$ cat config.mk
export PLATFORM = sky130hd
export DESIGN_NAME = lag_rule
export DESIGN_NICKNAME = d
export VERILOG_FILES = /design/src/design/lag_pkg.sv /design/src/design/lag_rule.sv
export SDC_FILE = /design/constraint.sdc
export NUM_CORES = 1
export LEC_CHECK = 0
export BUFFER_PORTS_ARGS = -buffer_cell sky130_fd_sc_hd__buf_4
export CORE_ASPECT_RATIO = 1.75
export CORE_MARGIN = 10
export CORE_UTILIZATION = 25
export DETAILED_ROUTE_END_ITERATION = 16
export GPL_ROUTABILITY_DRIVEN = 0
export SYNTH_ARGS = -nofsm -noshare
export SYNTH_HDL_FRONTEND = slang
export SYNTH_SLANG_ARGS = --single-unit
export TNS_END_PERCENT = 30
$ cat constraint.sdc
create_clock -name vclk -period 7.4
set_clock_uncertainty 0.15 [all_clocks]
set_input_delay 1.85 -clock vclk [all_inputs]
set_output_delay 1.85 -clock vclk [all_outputs]
set_load 0.02 [all_outputs]
$ cat src/design/lag_pkg.sv
// Shared types and constants for the life automaton generation block.
// Holds the grid limits, field widths, transaction structs and codes.
// No dependencies.
package lag_pkg;

  localparam int MAX_ROWS = 64;
  localparam int MAX_COLS = 64;
  localparam int ROW_W    = 6;
  localparam int COL_W    = 6;
  localparam int SIZE_W   = 7;
  localparam int CNT_W    = 7;
  localparam int CFG_IDX_W = 1;

  typedef enum logic [0:0] {
    OP_SET  = 1'b0,
    OP_STEP = 1'b1
  } opcode_t;

  typedef enum logic [CFG_IDX_W-1:0] {
    CFG_ROWS = 1'b0,
    CFG_COLS = 1'b1
  } cfg_index_t;

  typedef struct packed {
    logic             opcode;
    logic [ROW_W-1:0] cell_row;
    logic [COL_W-1:0] cell_col;
  } in_item_t;

  typedef struct packed {
    logic [ROW_W-1:0]    row_index;
    logic [MAX_COLS-1:0] row_cells;
    logic                coord_error;
    logic                stable;
    logic                last;
  } out_item_t;

endpackage

$ cat src/design/lag_rule.sv
// B3/S23 next-row logic: one lane per column over a three-row window.
// Depends on lag_pkg for the column count.
module lag_rule (
  input  logic [lag_pkg::MAX_COLS-1:0] up_row,
  input  logic [lag_pkg::MAX_COLS-1:0] mid_row,
  input  logic [lag_pkg::MAX_COLS-1:0] dn_row,
  input  logic [lag_pkg::MAX_COLS-1:0] col_mask,
  output logic [lag_pkg::MAX_COLS-1:0] new_row
);
  import lag_pkg::*;

  logic [MAX_COLS+1:0] up_pad;
  logic [MAX_COLS+1:0] mid_pad;
  logic [MAX_COLS+1:0] dn_pad;
  logic [3:0]          nbr_cnt [MAX_COLS];
  logic [MAX_COLS-1:0] alive;

  // pad with dead cells so the edges need no special case
  assign up_pad  = {1'b0, up_row  & col_mask, 1'b0};
  assign mid_pad = {1'b0, mid_row & col_mask, 1'b0};
  assign dn_pad  = {1'b0, dn_row  & col_mask, 1'b0};

  always_comb begin
    for (int c = 0; c < MAX_COLS; c++) begin
      nbr_cnt[c] = 4'(up_pad[c]) + 4'(up_pad[c+1]) + 4'(up_pad[c+2])
                 + 4'(mid_pad[c]) + 4'(mid_pad[c+2])
                 + 4'(dn_pad[c]) + 4'(dn_pad[c+1]) + 4'(dn_pad[c+2]);
      alive[c] = (nbr_cnt[c] == 4'd3) || (mid_pad[c+1] && (nbr_cnt[c] == 4'd2));
    end
  end

  assign new_row = alive & col_mask;

endmodule

# == Yosys cells after proc, flatten, opt, wreduce, memory -nomap -nowiden ==
# Cells that the tools add are included.
# word_totals
reg_bits,0
in_bits,256
out_inout_bits,64
# classes
addsub,441
eq_ne,128
n_bitwise,4
reduce_logical,128
# op_table
cell,n
adder 4 x 1 -> 4 bit,252
equality test 4 x 2 -> 1 bit (second input constant),128
AND 64 bit,4
adder 3 x 1 -> 4 bit,63
adder 2 x 1 -> 3 bit,63
adder 1 x 1 -> 2 bit,63
logical AND 1 bit,64
logical OR 1 bit,64

# == Longest topological paths before layout ==
# Gate-level depths: netlist of the first run.
# depth
depth_word,12
ltp_mapped,10
ltp_nobuf,10

# == Worst setup path before layout of the first run ==
# OpenSTA, ideal clock, no wires.
# synth_timing
kind,in2out
from,input port up_row[61] (netlist name)
to,output port new_row[61] (netlist name)
arrival_ns,4.733
t_required_ns,5.400
slack_ns,0.667
cell_stages,10
n_path_buf,0
path_cell_list,and2_1 > fa_1 > fa_1 > inv_1 > fa_1 > inv_1 > ha_1 > fa_1 > or2_1 > a21oi_1
# synth_between
elab_chain_len,12
word_cells_on_any_way,13
cone_classes,7 x add/sub; 2 x eq/ne; 2 x bitwise; 2 x reduce/logical
# synth_lines
item,line,text
from (decl),lag_rule.sv:4,"input logic [lag_pkg::MAX_COLS-1:0] up_row,"
AND 64 bit (*),lag_rule.sv:19,"assign up_pad = {1'b0, up_row & col_mask, 1'b0};"
adder 1 x 1 -> 2 bit (*),lag_rule.sv:25,nbr_cnt[c] = 4'(up_pad[c]) + 4'(up_pad[c+1]) + 4'(up_pad[c+2])
adder 2 x 1 -> 3 bit (*),lag_rule.sv:25,
adder 3 x 1 -> 4 bit (*),lag_rule.sv:26,+ 4'(mid_pad[c]) + 4'(mid_pad[c+2])
adder 4 x 1 -> 4 bit (*),lag_rule.sv:26,
adder 4 x 1 -> 4 bit (*) (3 in series),lag_rule.sv:27,+ 4'(dn_pad[c]) + 4'(dn_pad[c+1]) + 4'(dn_pad[c+2]);
equality test 4 x 2 -> 1 bit,lag_rule.sv:28,alive[c] = (nbr_cnt[c] == 4'd3) || (mid_pad[c+1] && (nbr_cnt[c] == 4'd2));
logical AND 1 bit,lag_rule.sv:28,
logical OR 1 bit (*),lag_rule.sv:28,
AND 64 bit (*),lag_rule.sv:32,assign new_row = alive & col_mask;
to (decl),lag_rule.sv:8,output logic [lag_pkg::MAX_COLS-1:0] new_row
# Every way passes the cells marked *; elsewhere a longest branch is shown, timed or not.

# == Final worst setup path of the first run ==
# layout_timing
from,input port col_mask[28] (netlist name)
to,output port new_row[28] (netlist name)
# layout_between
elab_chain_len,12
word_cells_on_any_way,15
cone_classes,7 x add/sub; 2 x eq/ne; 4 x bitwise; 2 x reduce/logical
# layout_lines
item,line,text
from (decl),lag_rule.sv:7,"input logic [lag_pkg::MAX_COLS-1:0] col_mask,"
AND 64 bit,lag_rule.sv:19,
adder 1 x 1 -> 2 bit,lag_rule.sv:25,
adder 2 x 1 -> 3 bit,lag_rule.sv:25,
adder 3 x 1 -> 4 bit,lag_rule.sv:26,
adder 4 x 1 -> 4 bit,lag_rule.sv:26,
adder 4 x 1 -> 4 bit (3 in series),lag_rule.sv:27,
equality test 4 x 2 -> 1 bit,lag_rule.sv:28,
logical AND 1 bit,lag_rule.sv:28,
logical OR 1 bit,lag_rule.sv:28,
AND 64 bit (*),lag_rule.sv:32,
# Marks and branches as above.

==> results of run 1 <==
metal layers:
layer	global-route usage	vias up
met4	0.0203	8
met3	0.0312	37
met2	0.260	286
met5	0	-
met1	0.133	4257
li1	-	4062
worst min-delay path, delay by kind of cell:
kind	cells	cell delay (ps)
buffers and inverters	2	270
AOI/OAI and AO/OA	2	110
through the flow:
step            util  instances
6_report       0.327       1852
4_1_cts        0.327       1849
5_1_grt        0.327       1852
3_5_place_dp   0.327       1849
2_1_floorplan      -        973
3_3_place_gp   0.327       1849
synthesized netlist by cell type:
cell / number
sky130_fd_sc_hd__nand2b_1: 13
sky130_fd_sc_hd__o211ai_1: 49
sky130_fd_sc_hd__nand2_1: 24
sky130_fd_sc_hd__or2_0: 6
sky130_fd_sc_hd__inv_1: 25
sky130_fd_sc_hd__or2_1: 43
sky130_fd_sc_hd__nor2b_1: 1
sky130_fd_sc_hd__nand3b_1: 12
sky130_fd_sc_hd__o2111ai_1: 13
sky130_fd_sc_hd__a21oi_1: 111
sky130_fd_sc_hd__and2_1: 182
sky130_fd_sc_hd__nor3_1: 2
sky130_fd_sc_hd__o21ai_0: 1
sky130_fd_sc_hd__ha_1: 188
sky130_fd_sc_hd__nand3_1: 49
sky130_fd_sc_hd__fa_1: 252
sky130_fd_sc_hd__nor2_1: 2
layout make-up:
class / instances / area, um2 / share of cell area
diodes: 3 / 7.51 / 0.000551
repair buffers: 321 / 2410 / 0.177
multi-input cells: 948 / 10400 / 0.765
well taps: 555 / 694 / 0.0510
inverters: 25 / 93.8 / 0.00689
report_power, final:
part / internal, W / total, W / switching (W) / leakage (nW)
Clock: 0.0000000000544 / 0.0000000000544 / 0 / 0.0000190
Sequential: 0 / 0 / 0 / 0
Combinational: 0.000672 / 0.00143 / 0.000759 / 6.70
cell families after synthesis:
group,after synthesis,share of synthesized area
adders and majority gates,440,0.704
AOI/OAI and AO/OA,174,0.0992
and+or+nand+nor,334,0.188
buffers and inverters,25,0.00893
path summary, 6_finish.rpt:
path  slack [ps]           to         start  cells after the start
max          290  new_row[28]  col_mask[28]                     10
min         3930  new_row[26]  col_mask[26]                      4
==> metrics.txt, run 1 <==
result of the run=finished clean; list of cells traversed by the critical path=buf_4 > and2_1 > fa_1 > fa_1 > fa_1 > ha_1 > fa_1 > or2_1 > a21oi_1 > buf_4; unrepaired setup endpoints after global routing=no; placeable core region=0.0416 mm2; routed length per instance=18.2 um; Arrival @ worst endpoint=5110 ps; normalized max-slew margin=0.739; Remaining Overflow, GRT=0; maximum fanout along the worst path=4; number of nets in the layout=1992; chip width=175 um; Pwr Density=105 mW/mm2; final number of hold-violating endpoints=0; Synth top area share=0.480; Tcrit/Tclk final=0.961; number of input and output port buffers inserted=320; Crit path required time=5400 ps; number of gates resized after CTS=0; most common library cell in the layout ignoring fill and taps=sky130_fd_sc_hd__buf_4; fill cell count=4342; synthesized cell area=0.0105 mm2; area added between synthesis and finish=29.6%; # clk buffers=0; Seq cells=0; area of the die=0.0510 mm2; via count=8650; library cell appearing most often on the critical path=sky130_fd_sc_hd__fa_1; Initial Util=0.252; vias in the first global route=10071; buffers inserted during post-CTS setup optimization=0; achievable frequency=141 MHz; Lkg Pwr=6.70 nW; TritonRoute pass-1 iters=5; final slew viol count=0; leading cell types in the layout, fill and taps excluded=321 x sky130_fd_sc_hd__buf_4, 252 x sky130_fd_sc_hd__fa_1, 188 x sky130_fd_sc_hd__ha_1; critical path launch point type=input port; smallest setup slack after layout=288 ps; Setup CP Type=in -> out; Worst setup EP type=primary output; final setup violation count=0; cell type contributing the most total cell area after synthesis=sky130_fd_sc_hd__fa_1; floorplan row count=99; post-layout power=0.00143 W; setup slack at placement=288 ps; area occupied by registers=0 um2; number of DRC markers in iteration 0=154; Detail Route Antenna Nets=0; post-synthesis cell count=973; fraction of layout instances using a drive strength above 1=0.248; Crit path largest cell delay=590 ps; mean post-synth cell area=10.8 um2; distinct cell type count of the synthesized netlist=17; worst vdd ir=65.0 uV; clock period minus final worst setup slack=7110 ps; sum of routed wire length over all layers=33700 um; Vias/cell=4.67; wire length on met1=11600 um; CTS hold repair buffers=0; post-placement cell area=0.0136 mm2; met2 wire length=19000 um; DRC=0; wire length of the first global-routing pass=54000 um; sequential fraction of the synthesis area=0; Synth Warn #=0; Worst Path Buf+Inv=2; Overall Global Routing Usage=0.130; highest signal layer in the routed design=met5; Total Neg Setup Slack=0 ps; number of ports placed on the die boundary=320; family with the most delay on the worst path=adder cells; design area=0.0136 mm2; leading cell types by total area after synthesis=sky130_fd_sc_hd__fa_1 48%, sky130_fd_sc_hd__ha_1 22%, sky130_fd_sc_hd__and2_1 11%; detailed placement HPWL=32500 um; maximum number of pins on one net before global-route repair=5; Syn Nets=1669; Max-Cap Viols=0; Critical-path top delay cell=sky130_fd_sc_hd__fa_1; vertical die dimension=291 um; metal3 WL=2370 um; Worst Tran Pin Value=388 ps; worst slack on hold paths=3930 ps; number of antenna violations at the first check in global routing=7; classification of the worst-slack hold path=in -> out
(Power assumes the default switching activity.)
==> inputs of run 2 (changes only) <==
- PLACE_DENSITY: default -> 0.53
==> metrics.txt, run 2 (synthesized netlist as in run 1, its figures left out) <==
result of the run=finished clean; DRC=0; Overall Global Routing Usage=0.126; Seq cells=0; vias in the first global route=9990; Arrival @ worst endpoint=5140 ps; buffers inserted during post-CTS setup optimization=0; Setup CP Type=in -> out; post-placement cell area=0.0136 mm2; number of DRC markers in iteration 0=159; library cell appearing most often on the critical path=sky130_fd_sc_hd__fa_1; normalized max-slew margin=0.732; Crit path required time=5400 ps; via count=8394; classification of the worst-slack hold path=in -> out; floorplan row count=99; achievable frequency=140 MHz; Total Neg Setup Slack=0 ps; maximum number of pins on one net before global-route repair=5; final slew viol count=0; Worst Path Buf+Inv=2; unrepaired setup endpoints after global routing=no; chip width=175 um; clock period minus final worst setup slack=7140 ps; CTS hold repair buffers=0; placeable core region=0.0416 mm2; number of gates resized after CTS=0; Detail Route Antenna Nets=0; TritonRoute pass-1 iters=6; wire length of the first global-routing pass=53000 um; number of ports placed on the die boundary=320; sum of routed wire length over all layers=32300 um; Worst setup EP type=primary output; Max-Cap Viols=0; Worst Tran Pin Value=402 ps; Lkg Pwr=6.70 nW; most common library cell in the layout ignoring fill and taps=sky130_fd_sc_hd__buf_4; routed length per instance=17.5 um; maximum fanout along the worst path=4; final number of hold-violating endpoints=0; critical path launch point type=input port; vertical die dimension=291 um; list of cells traversed by the critical path=buf_4 > and2_1 > fa_1 > fa_1 > fa_1 > ha_1 > fa_1 > or2_1 > a21oi_1 > buf_4; Initial Util=0.252; family with the most delay on the worst path=adder cells; number of antenna violations at the first check in global routing=1; Remaining Overflow, GRT=0; utilization after layout=0.327; worst vdd ir=57.5 uV; number of nets in the layout=1992; number of input and output port buffers inserted=320; Pwr Density=104 mW/mm2; design area=0.0136 mm2; # clk buffers=0; Vias/cell=4.53; Critical-path top delay cell=sky130_fd_sc_hd__fa_1; Crit path largest cell delay=540 ps; fraction of layout instances using a drive strength above 1=0.248; detailed placement HPWL=31500 um; area occupied by registers=0 um2; leading cell types in the layout, fill and taps excluded=321 x sky130_fd_sc_hd__buf_4, 252 x sky130_fd_sc_hd__fa_1, 188 x sky130_fd_sc_hd__ha_1; area of the die=0.0510 mm2; Tcrit/Tclk final=0.964; final setup violation count=0; area added between synthesis and finish=29.6%
==> run 2: power by group <==
| part | internal, W | total [W] | switching (W) |
|---|---|---|---|
| sequential | 0 | 0 | 0 |
| clock | 0.0000000000362 | 0.0000000000362 | 0 |
| combinational | 0.000670 | 0.00142 | 0.000747 |
| total | 0.000670 | 0.00142 | 0.000747 |
==> run 2: path summary, 6_finish.rpt <==
path	startpoint	end	slack [ps]	cells after the start
min	col_mask[0]	new_row[0]	3910	4
max	col_mask[32]	new_row[32]	260	10
==> run 2: per-stage QoR <==
| stage | power (W) | setup WS, ps | instances | hold slack (ps) |
|---|---|---|---|---|
| 2_1_floorplan | 0.000940 | 667 | 973 | 3680 |
| 3_3_place_gp | 0.00141 | 244 | 1849 | 3910 |
| 3_5_place_dp | 0.00145 | 241 | 1849 | 3910 |
| 4_1_cts | 0.00146 | 233 | 1849 | 3910 |
| 5_1_grt | 0.00165 | 99.4 | 1849 | 3940 |
| 6_report | 0.00142 | 264 | 1851 | 3910 |
==> run 2: layer usage <==
metal	share of wire	track usage	up-vias	wire length, um
met2	0.55	0.252	259	17900
met4	0.0068	0.00768	0	221
met5	0	0	-	0
li1	-	-	4051	-
met3	0.083	0.0362	12	2700
met1	0.36	0.131	4072	11500
==> run 2: layout make-up <==
cell class                 instances  area (um2)
fill                            4377       28000
multi-input combinational        948       10400
timing repair buffer             321        2410
tap                              555         694
inverter                          25        93.8
antenna                            2        5.00
